[src/hw/rtl/dnsa_pkg.sv]
package dnsa_pkg;

    localparam int unsigned HEADER_BYTES = 12;
    localparam int unsigned IDX_W        = 4;

    localparam logic [7:0] QR_MASK      = 8'h80;
    localparam logic [7:0] RCODE_MASK   = 8'h0f;
    localparam logic [7:0] POINTER_MASK = 8'hc0;

    localparam logic [IDX_W-1:0] HDR_IDX_FLAGS_HI = IDX_W'(2);
    localparam logic [IDX_W-1:0] HDR_IDX_FLAGS_LO = IDX_W'(3);
    localparam logic [IDX_W-1:0] HDR_IDX_QD_HI    = IDX_W'(4);
    localparam logic [IDX_W-1:0] HDR_IDX_QD_LO    = IDX_W'(5);
    localparam logic [IDX_W-1:0] HDR_IDX_AN_HI    = IDX_W'(6);
    localparam logic [IDX_W-1:0] HDR_IDX_AN_LO    = IDX_W'(7);
    localparam logic [IDX_W-1:0] HDR_IDX_LAST     = IDX_W'(HEADER_BYTES - 1);

    localparam logic [IDX_W-1:0] QFIX_LAST  = IDX_W'(3);
    localparam logic [IDX_W-1:0] AFIX_TY_HI = IDX_W'(0);
    localparam logic [IDX_W-1:0] AFIX_TY_LO = IDX_W'(1);
    localparam logic [IDX_W-1:0] AFIX_DL_HI = IDX_W'(8);
    localparam logic [IDX_W-1:0] AFIX_DL_LO = IDX_W'(9);
    localparam logic [IDX_W-1:0] ADDR_LAST  = IDX_W'(3);

    localparam logic [15:0] TYPE_A  = 16'd1;
    localparam logic [15:0] LEN_A   = 16'd4;

    typedef enum logic [2:0] {
        ST_FOUND   = 3'd0,
        ST_SHORT   = 3'd1,
        ST_HDR_ERR = 3'd2,
        ST_NO_ANS  = 3'd3,
        ST_NO_A    = 3'd4
    } status_t;

    typedef enum logic [7:0] {
        PH_HEADER = 8'b0000_0001,
        PH_QNAME  = 8'b0000_0010,
        PH_QFIXED = 8'b0000_0100,
        PH_ANAME  = 8'b0000_1000,
        PH_AFIXED = 8'b0001_0000,
        PH_ADATA  = 8'b0010_0000,
        PH_ADDR   = 8'b0100_0000,
        PH_DONE   = 8'b1000_0000
    } phase_t;

endpackage

[src/hw/rtl/dns_a_record_extractor.sv]
// A result is registered, valid the cycle after its end_of_packet byte is taken.
// Throughput: 1 byte per cycle; the parser state updates in a single pass per byte,
// and the output register lets a new byte in on the cycle a held result is taken.
// byte_stall is high only while a result is held and result_stall is high.
// Reset (rst_n low, asynchronous): parser returns to the header phase, no result.
module dns_a_record_extractor
    import dnsa_pkg::*;
(
    input  logic        clk,
    input  logic        rst_n,
    input  logic        byte_valid,
    output logic        byte_stall,
    input  logic [7:0]  packet_byte,
    input  logic        end_of_packet,
    output logic        result_valid,
    input  logic        result_stall,
    output logic [2:0]  status,
    output logic [31:0] ipv4_address
);

    phase_t           phase_reg, phase_next;
    logic [IDX_W-1:0] header_index_reg, header_index_next;
    logic [15:0]      questions_left_reg, questions_left_next;
    logic [15:0]      answers_left_reg, answers_left_next;
    logic [15:0]      skip_left_reg, skip_left_next;
    logic [IDX_W-1:0] fixed_index_reg, fixed_index_next;
    logic [15:0]      record_type_reg, record_type_next;
    logic [15:0]      data_length_reg, data_length_next;
    logic [31:0]      address_acc_reg, address_acc_next;
    status_t          verdict_reg, verdict_next;

    logic             result_valid_reg;
    status_t          status_reg, status_next;
    logic [31:0]      ipv4_address_reg, ipv4_address_next;

    logic             take;
    logic [15:0]      ans_dec;
    logic [15:0]      q_dec;
    logic [15:0]      skip_dec;
    logic [15:0]      dl_cur;
    phase_t           name_fixed;

    assign byte_stall = result_valid_reg & result_stall;
    assign take       = byte_valid & ~byte_stall;
    assign ans_dec    = answers_left_reg - 16'd1;
    assign q_dec      = questions_left_reg - 16'd1;
    assign skip_dec   = (skip_left_reg != 16'd0) ? skip_left_reg - 16'd1 : skip_left_reg;
    assign dl_cur     = (fixed_index_reg == AFIX_DL_LO) ? {data_length_reg[15:8], packet_byte}
                                                        : data_length_reg;
    assign name_fixed = (phase_reg == PH_QNAME) ? PH_QFIXED : PH_AFIXED;

    always_comb
    begin
        phase_next          = phase_reg;
        header_index_next   = header_index_reg;
        questions_left_next = questions_left_reg;
        answers_left_next   = answers_left_reg;
        skip_left_next      = skip_left_reg;
        fixed_index_next    = fixed_index_reg;
        record_type_next    = record_type_reg;
        data_length_next    = data_length_reg;
        address_acc_next    = address_acc_reg;
        verdict_next        = verdict_reg;
        status_next         = status_reg;
        ipv4_address_next   = ipv4_address_reg;

        if (take)
        begin
            unique case (phase_reg)
                PH_HEADER:
                begin
                    if (header_index_reg == HDR_IDX_FLAGS_HI && (packet_byte & QR_MASK) == 8'h00)
                        verdict_next = ST_HDR_ERR;
                    if (header_index_reg == HDR_IDX_FLAGS_LO && (packet_byte & RCODE_MASK) != 8'h00)
                        verdict_next = ST_HDR_ERR;
                    if (header_index_reg == HDR_IDX_QD_HI)
                        questions_left_next = {packet_byte, 8'h00};
                    if (header_index_reg == HDR_IDX_QD_LO)
                        questions_left_next = {questions_left_reg[15:8], packet_byte};
                    if (header_index_reg == HDR_IDX_AN_HI)
                        answers_left_next = {packet_byte, 8'h00};
                    if (header_index_reg == HDR_IDX_AN_LO)
                        answers_left_next = {answers_left_reg[15:8], packet_byte};
                    if (header_index_reg == HDR_IDX_LAST)
                    begin
                        priority if (verdict_reg != ST_FOUND)
                            phase_next = PH_DONE;
                        else if (answers_left_reg == 16'd0)
                        begin
                            phase_next   = PH_DONE;
                            verdict_next = ST_NO_ANS;
                        end
                        else if (questions_left_reg == 16'd0)
                            phase_next = PH_ANAME;
                        else
                            phase_next = PH_QNAME;
                        skip_left_next = 16'd0;
                    end
                    header_index_next = header_index_reg + IDX_W'(1);
                end
                PH_QNAME, PH_ANAME:
                begin
                    priority if (skip_left_reg != 16'd0)
                        skip_left_next = skip_dec;
                    else if (packet_byte == 8'h00)
                    begin
                        phase_next       = name_fixed;
                        fixed_index_next = '0;
                    end
                    else if ((packet_byte & POINTER_MASK) == POINTER_MASK)
                    begin
                        phase_next       = name_fixed;
                        fixed_index_next = '0;
                        skip_left_next   = 16'd1;
                    end
                    else
                        skip_left_next = {8'h00, packet_byte};
                end
                PH_QFIXED:
                begin
                    priority if (skip_left_reg != 16'd0)
                        skip_left_next = skip_dec;
                    else if (fixed_index_reg >= QFIX_LAST)
                    begin
                        questions_left_next = q_dec;
                        phase_next          = (q_dec == 16'd0) ? PH_ANAME : PH_QNAME;
                        fixed_index_next    = '0;
                    end
                    else
                        fixed_index_next = fixed_index_reg + IDX_W'(1);
                end
                PH_AFIXED:
                begin
                    if (skip_left_reg != 16'd0)
                        skip_left_next = skip_dec;
                    else
                    begin
                        if (fixed_index_reg == AFIX_TY_HI)
                            record_type_next = {packet_byte, 8'h00};
                        if (fixed_index_reg == AFIX_TY_LO)
                            record_type_next = {record_type_reg[15:8], packet_byte};
                        if (fixed_index_reg == AFIX_DL_HI)
                            data_length_next = {packet_byte, 8'h00};
                        if (fixed_index_reg == AFIX_DL_LO)
                            data_length_next = dl_cur;
                        if (fixed_index_reg >= AFIX_DL_LO)
                        begin
                            fixed_index_next = '0;
                            priority if (record_type_reg == TYPE_A && dl_cur == LEN_A)
                            begin
                                phase_next       = PH_ADDR;
                                address_acc_next = 32'd0;
                            end
                            else if (dl_cur == 16'd0)
                            begin
                                answers_left_next = ans_dec;
                                if (ans_dec == 16'd0)
                                begin
                                    phase_next   = PH_DONE;
                                    verdict_next = ST_NO_A;
                                end
                                else
                                    phase_next = PH_ANAME;
                            end
                            else
                            begin
                                skip_left_next = dl_cur;
                                phase_next     = PH_ADATA;
                            end
                        end
                        else
                            fixed_index_next = fixed_index_reg + IDX_W'(1);
                    end
                end
                PH_ADATA:
                begin
                    skip_left_next = skip_dec;
                    if (skip_dec == 16'd0)
                    begin
                        answers_left_next = ans_dec;
                        if (ans_dec == 16'd0)
                        begin
                            phase_next   = PH_DONE;
                            verdict_next = ST_NO_A;
                        end
                        else
                            phase_next = PH_ANAME;
                    end
                end
                PH_ADDR:
                begin
                    address_acc_next = {address_acc_reg[23:0], packet_byte};
                    if (fixed_index_reg >= ADDR_LAST)
                    begin
                        phase_next   = PH_DONE;
                        verdict_next = ST_FOUND;
                    end
                    else
                        fixed_index_next = fixed_index_reg + IDX_W'(1);
                end
                PH_DONE:
                begin
                end
                default:
                begin
                end
            endcase

            if (end_of_packet)
            begin
                priority if (phase_next == PH_HEADER)
                    status_next = ST_SHORT;
                else if (phase_next == PH_DONE)
                    status_next = verdict_next;
                else
                    status_next = ST_NO_A;
                ipv4_address_next = (status_next == ST_FOUND) ? address_acc_next : 32'd0;

                // new packet starts clean
                phase_next          = PH_HEADER;
                header_index_next   = '0;
                questions_left_next = 16'd0;
                answers_left_next   = 16'd0;
                skip_left_next      = 16'd0;
                fixed_index_next    = '0;
                record_type_next    = 16'd0;
                data_length_next    = 16'd0;
                address_acc_next    = 32'd0;
                verdict_next        = ST_FOUND;
            end
        end
    end

    always_ff @(posedge clk or negedge rst_n)
    begin
        if (!rst_n)
        begin
            phase_reg          <= PH_HEADER;
            header_index_reg   <= '0;
            questions_left_reg <= 16'd0;
            answers_left_reg   <= 16'd0;
            skip_left_reg      <= 16'd0;
            fixed_index_reg    <= '0;
            record_type_reg    <= 16'd0;
            data_length_reg    <= 16'd0;
            address_acc_reg    <= 32'd0;
            verdict_reg        <= ST_FOUND;
            result_valid_reg   <= 1'b0;
        end
        else
        begin
            phase_reg          <= phase_next;
            header_index_reg   <= header_index_next;
            questions_left_reg <= questions_left_next;
            answers_left_reg   <= answers_left_next;
            skip_left_reg      <= skip_left_next;
            fixed_index_reg    <= fixed_index_next;
            record_type_reg    <= record_type_next;
            data_length_reg    <= data_length_next;
            address_acc_reg    <= address_acc_next;
            verdict_reg        <= verdict_next;
            if (take && end_of_packet)
                result_valid_reg <= 1'b1;
            else if (!result_stall)
                result_valid_reg <= 1'b0;
        end
    end

    always_ff @(posedge clk)
    begin
        status_reg       <= status_next;
        ipv4_address_reg <= ipv4_address_next;
    end

    assign result_valid = result_valid_reg;
    assign status       = status_reg;
    assign ipv4_address = ipv4_address_reg;

endmodule

[config.mk]
export PLATFORM = sky130hd
export DESIGN_NAME = dns_a_record_extractor
export DESIGN_NICKNAME = d
export VERILOG_FILES = /design/src/hw/rtl/dnsa_pkg.sv /design/src/hw/rtl/dns_a_record_extractor.sv
export SDC_FILE = /design/constraint.sdc
export NUM_CORES = 1
export LEC_CHECK = 0
export ABC_AREA = 0
export BUFFER_PORTS_ARGS = -buffer_cell sky130_fd_sc_hd__buf_4
export CAP_MARGIN = 20
export CORE_MARGIN = 2
export CORE_UTILIZATION = 45
export CTS_CLUSTER_DIAMETER = 200
export CTS_CLUSTER_SIZE = 40
export DETAILED_ROUTE_END_ITERATION = 10
export SLEW_MARGIN = 5
export SYNTH_ARGS = -nofsm -noshare
export SYNTH_HDL_FRONTEND = slang
export SYNTH_SLANG_ARGS = --single-unit
[constraint.sdc]
create_clock -name clk -period 6.9 [get_ports clk]
set_input_delay 1.38 -clock clk [delete_from_list [all_inputs] [get_ports clk]]
set_output_delay 1.38 -clock clk [all_outputs]
set_load 0.005 [all_outputs]
==> flow_metrics.tcl, run 1 <==
set metrics [dict create \
    vias_per_cell 6.36 \
    cp-startpoint "skip_left_reg[0]" \
    drt_wl_total_microns 30100 \
    criticalPathCategory "flip-flop to flip-flop" \
    status "finished, final reports clean" \
    ys_ff_latch 167 \
    grtUsageTotal_pct 26.0 \
    r2r_start "skip_left_reg[0]" \
    hold_viol_final 0 \
    synth-simple-area-share_pct 22.7 \
    start_kind "flip-flop" \
    cts_setup_buffers 0 \
    hold_class "flip-flop to flip-flop" \
    hold_buffers 0 \
    finalSetupViolations 0 \
    syn_nets 1169 \
    clock-skew-final_ns 0.0171 \
    synth_top_area_share_pct 32.6 \
    cp_max_fo 32 \
    drtPass1Iterations 7 \
    cts_buffers 17 \
    place_inst 1398 \
    die_area_sq_um 23600 \
    path_clk_slew_ns 0.08 \
    tightest_slew_ns 1.06 \
    cp-end-kind "flip-flop" \
    cts_tree "yes" \
    synth_compound_area_share_pct 25.6 \
    finalPower_w 0.00290 \
    drc_errors 0 \
    synth-main-ff-cell "dfrtp_1" \
    r2r_cells 11 \
    layout.cells.non_filler 1430 \
    min_period_over_period_pct 67.8 \
    die_w_microns 153 \
    drive_gt1_share_pct 12.2 \
    nFillCells 2089 \
    slew_headroom_pct 29.0 \
    clock-sinks 167 \
    cts_resized 0 \
    rsz0062_at_grt "no" \
    grt-ovfl-total 0 \
    peakVddDrop_mv 0.160 \
    arrival_ns 4.95 \
    grt_pass1_vias 8702 \
    gp_congestion 0.925 \
    synth_most_common_cell "nand2_1" \
    synth_mux_area_share_pct 0.660 \
    slew_violations 0 \
    area_growth_pct 10.5 \
    hold_start "data_length_reg[7]" \
    synth_warnings 0 \
    power_density_nw_per_um2 261 \
    antenna_found_initial 0 \
    synth_area_leaders "dfrtp_1 (33%), edfxtp_1 (10%), nand2_1 (5.6%)" \
    synth_edf_count 35 \
    ant_nets 0 \
    synth_common_cells "nand2_1 (150), dfrtp_1 (131), nor2_1 (81)" \
    finalSetupTns_ns 0 \
    dr_total_vias 9096 \
    synthDistinctLibCells 84 \
    wl_per_cell_microns 21.0 \
    crit_required_ns 7.18 \
    synth_top_area_cell "dfrtp_1" \
    fmax_mhz 214 \
    min_path_cells 2 \
    synth_top_family_by_area "compound AO/OA/AOI/OAI gates" \
    io_pins 50 \
    synth_area_sq_um 10100 \
    dieHeight_microns 153 \
    htree_levels 4 \
    synth_fa_ha_area_share_pct 1.62 \
    clkLatencyLatePin_ns 0.45 \
    layout.nets 1163 \
    core_area_sq_um 21900 \
    ys_seq_area_share_pct 43.3 \
    synthCells 1143 \
    initial_utilization_pct 45.9 \
    cts_buffer_depth 2 \
    drv_cap 0 \
    num_rows 54 \
    period_minus_slack_ns 4.68 \
    diodes 0 \
    portBuffers 49 \
    synth_xor_xnor_area_share_pct 1.13 \
    p_leak_nw 4.48 \
    hpwl_microns 20200 \
    synthArstFlopShare_pct 79.0 \
    drtIter0Drc 949 \
    grt_max_degree 68 \
    avgSynthCellArea_sq_um 8.79 \
    cts_root_buf "clkbuf_16" \
    grt_pass1_wl_microns 48700 \
]
[area by class of cell]
cell class | count | area (sq um) | share of cell area (%)
Multi-Input combinational cell | 860 | 5190 | 46.7
Sequential cell | 167 | 4360 | 39.2
Timing Repair Buffer | 65 | 492 | 4.43
Clock buffer | 17 | 425 | 3.83
Tap cell | 280 | 350 | 3.15
Clock inverter | 15 | 196 | 1.77
Inverter | 26 | 97.6 | 0.878
[logic make-up (layout without fill, tap and decap cells)]
logic type,Yosys count,count (layout)
flip-flops,167,167
XOR/XNOR,13,13
AO/OA/AOI/OAI,375,375
multiplexers,6,6
buffers and inverters,116,123
AND/OR/NAND/NOR,453,453
adder cells (fa/ha/maj),13,13
[through the flow]
| stage | hold WS, ns | setup WS [ns] | instance area [sq um] | utilization, % |
|---|---|---|---|---|
| after detailed placement | 0.459 | 2.17 | 10500 | 47.9 |
| after CTS | 0.474 | 2.29 | 11100 | 50.8 |
| after global placement | 0.454 | 2.31 | 10500 | 47.9 |
| after floorplan | 0.435 | 3.00 | 10100 | - |
| final | 0.477 | 2.22 | 11100 | 50.8 |
| after global routing | 0.506 | 1.77 | 11100 | 50.8 |
[path summary, 6_finish.rpt]
| check | endpoint | slack [ns] |
|---|---|---|
| setup reg to reg | ipv4_address[11] | 2.22 |
| max in group asynchronous | record_type_reg[7] | 4.70 |
| hold reg to reg | data_length_reg[7] | 0.48 |
| setup / recovery | ipv4_address[11] | 2.22 |
| hold / removal | data_length_reg[7] | 0.48 |
| min in group asynchronous | skip_left_reg[7] | 0.90 |
[layer usage]
metal	part of all wire (%)	global-route usage, %	vias up
met3	6.0	4.76	50
met4	2.3	8.56	0
li1	-	-	4275
met5	0	0	-
met1	46	37.9	4425
met2	45	39.1	346
[critical path, stage by stage, from the launching register on]
cell and delay (ns):
dfrtp_1 0.47, inv_1 0.12, ha_1 0.20, nor4b_1 0.43, nand4_1 0.77, o32ai_1 0.33, o221a_2 0.26, nand4_2 0.27
and2_2 0.33, nor4_4 0.37, nand4_4 0.59, a21oi_1 0.34
[layout by cell type (no fill, tap or decap), drive strengths merged, types with 6 or more instances in the layout]
cell,n
nor3b,6
a221oi,6
or4,7
and3,11
a31oi,20
clkbuf,17
nor3,41
nand2b,9
o41ai,12
or3,9
a211oi,7
o21ai,80
o31ai,44
o22ai,9
inv,34
a21oi,88
nor4b,9
edfxtp,35
xor2,8
a32o,7
dfrtp,131
nor4,24
clkinv,7
a21o,8
nor2b,7
a22o,40
buf,65
and2,9
ha,13
a22oi,11
nand3,62
nand4,9
nand2,150
nor2,81
[where the power goes]
group / leakage [nW] / total, W / switching (W) / internal [W]
Combinational: 2.05 / 0.000747 / 0.000480 / 0.000267
Clock: 0.302 / 0.000991 / 0.000493 / 0.000498
Sequential: 2.13 / 0.00116 / 0.0000832 / 0.00108
Total: 4.48 / 0.00290 / 0.00106 / 0.00184
No activity file was read; power rests on OpenSTA's default activity.
==> inputs of run 2 (changes only) <==
clock period = 4.2 ns   (was 6.9 ns; I/O delays follow)
==> run 2 against run 1 <==
Sequential share of layout area is 0.46 points lower. Cell count is 1.1% higher. Global-route usage is 0.058 points higher. Combinational power is 71% higher. Die area stayed put. Cell area is 1.2% higher. Via count is 0.78% higher. Clock power is 64% higher. Clock skew is 0.00082 ns lower. Routed wire length is 0.99% higher. Critical path type unchanged. Largest cell class unchanged. Largest power group unchanged.
==> flow_metrics.tcl, run 2 (synthesis gave the netlist of run 1 again) <==
set metrics [dict create \
    drtIter0Drc 801 \
    crit_chain "inv_1, ha_1, or4b_4, o41ai_1, o31ai_1, nor3_2, nand4_2, and2_2, nor4_4, nand4_4, buf_4, a21oi_1" \
    path_depth 12 \
    cp_top_family "simple AND/OR/NAND/NOR gates" \
    grt_pass1_vias 8796 \
    cp_max_fo 32 \
    layout.nets 1179 \
    grt_pass1_wl_microns 49200 \
    final_area_sq_um 11200 \
    cp-end-kind "flip-flop" \
    hold_viol_final 0 \
    cpPeakStageDelay_ns 0.57 \
    period_minus_slack_ns 3.89 \
    drtPass1Iterations 5 \
    cts_root_buf "clkbuf_16" \
    core_area_sq_um 21900 \
    path_clk_slew_ns 0.08 \
    p_leak_nw 4.55 \
    drive_gt1_share_pct 13.5 \
    grtUsageTotal_pct 26.0 \
    tightest_slew_ns 1.02 \
    num_rows 54 \
    path_buf_inv 2 \
    clock-sinks 167 \
    cts_buffer_depth 2 \
    slew_violations 0 \
    drv_cap 0 \
    finalSetupViolations 0 \
    peakVddDrop_mv 0.332 \
    die_area_sq_um 23600 \
    timing.rr.end "ipv4_address[10]" \
    rsz0062_at_grt "no" \
    slew_headroom_pct 31.7 \
    drc_errors 0 \
    endpoint "ipv4_address[10]" \
    wl_per_cell_microns 21.0 \
    crit_required_ns 4.48 \
    hold_class "input pin to async pin" \
    grt-ovfl-total 0 \
    placed_area_sq_um 10600 \
    portBuffers 49 \
    fmax_mhz 257 \
    io_pins 50 \
    cts_buffers 17 \
    finalSetupTns_ns 0 \
    status "finished, final reports clean" \
    dr_total_vias 9167 \
    fin_util_pct 51.4 \
    final_common_cell "nand2_1" \
    hold_buffers 0 \
    min_period_over_period_pct 92.6 \
    r2r_cells 12 \
    hpwl_microns 20100 \
    drt_wl_total_microns 30400 \
    arrival_ns 4.17 \
    htree_levels 4 \
    start_kind "flip-flop" \
    cp-startpoint "skip_left_reg[0]" \
    antenna_found_initial 0 \
    power_density_nw_per_um2 427 \
    die_w_microns 153 \
    clock-skew-final_ns 0.0163 \
    grt_max_degree 90 \
    diodes 0 \
    vias_per_cell 6.34 \
    ant_nets 0 \
    criticalPathCategory "flip-flop to flip-flop" \
    final_cell_mix "nand2_1 (150), dfrtp_1 (131), nor2_1 (80), buf_4 (80), o21ai_0 (76)" \
    gp_congestion 0.923 \
    r2r_start "skip_left_reg[0]" \
    clkLatencyLatePin_ns 0.44 \
    r2r_setup_slack_ns 0.31 \
    area_growth_pct 11.8 \
    critPathSlowestCell "or4b_4" \
    cts_tree "yes" \
    dieHeight_microns 153 \
    initial_utilization_pct 45.9 \
]
## run 2: cell types whose count changed in the layout (fill, tap and decap cells not counted)
cell	before	now
inv_6	2	1
nor3_2	0	1
buf_4	64	80
clkinv_4	1	3
nor3_1	41	40
inv_12	1	0
inv_8	5	2
clkinv_8	6	9
## run 2: per-stage QoR
stage | std cells | setup slack (ns) | power [W] | hold slack, ns
4_1_cts | 1445 | 0.288 | 0.00482 | 0.472
6_report | 1446 | 0.311 | 0.00480 | 0.468
3_3_place_gp | 1413 | 0.466 | 0.00318 | 0.455
3_5_place_dp | 1413 | 0.300 | 0.00318 | 0.457
5_1_grt | 1446 | 0.00907 | 0.00505 | 0.512
2_1_floorplan | 1143 | 0.787 | 0.00280 | 0.435
## run 2: where the power goes
group | leakage (nW) | internal (W) | switching [W]
clock network | 0.301 | 0.000814 | 0.000811
registers | 2.13 | 0.00177 | 0.000125
logic | 2.12 | 0.000467 | 0.000815
## run 2: how the worst min path moves through the flow
stage	start	end	slack [ns]	cells past startpoint
finish	rst_n	data_length_reg[11]	0.47	1
global route	record_type_reg[5]	record_type_reg[5]	0.51	1
CTS	data_length_reg[2]	data_length_reg[2]	0.47	2
detailed placement	data_length_reg[2]	data_length_reg[2]	0.46	2
global placement	data_length_reg[2]	data_length_reg[2]	0.45	2
floorplan	data_length_reg[7]	data_length_reg[7]	0.43	2
## run 2: repair_timing
action,in CTS,in global routing
setup buffers,0,0
resized for setup,0,1
endpoints found under the setup margin,0,1
## run 2: worst reg2reg max path, stage by stage, from the launching register on
cell and delay, ns:
dfrtp_1 0.47, inv_1 0.12, ha_1 0.20, or4b_4 0.57, o41ai_1 0.40, o31ai_1 0.19
nor3_2 0.24, nand4_2 0.23, and2_2 0.30, nor4_4 0.38, nand4_4 0.12, buf_4 0.29
a21oi_1 0.23
## run 2: routing by layer
| layer | part of all wire, % | vias up | track usage, % |
|---|---|---|---|
| li1 | - | 4309 | - |
| met1 | 46 | 4451 | 37.7 |
| met2 | 46 | 352 | 40.3 |
| met4 | 2.2 | 0 | 8.08 |
| met5 | 0 | - | 0 |
| met3 | 5.8 | 55 | 4.20 |
## run 2: final cells by class
type	instances	area, sq um
multi-input combinational	860	5200
fill	2090	10600
clock buffer	17	425
tap	280	350
inverter	26	97.6
sequential	167	4360
timing repair buffer	81	612
clock inverter	15	204
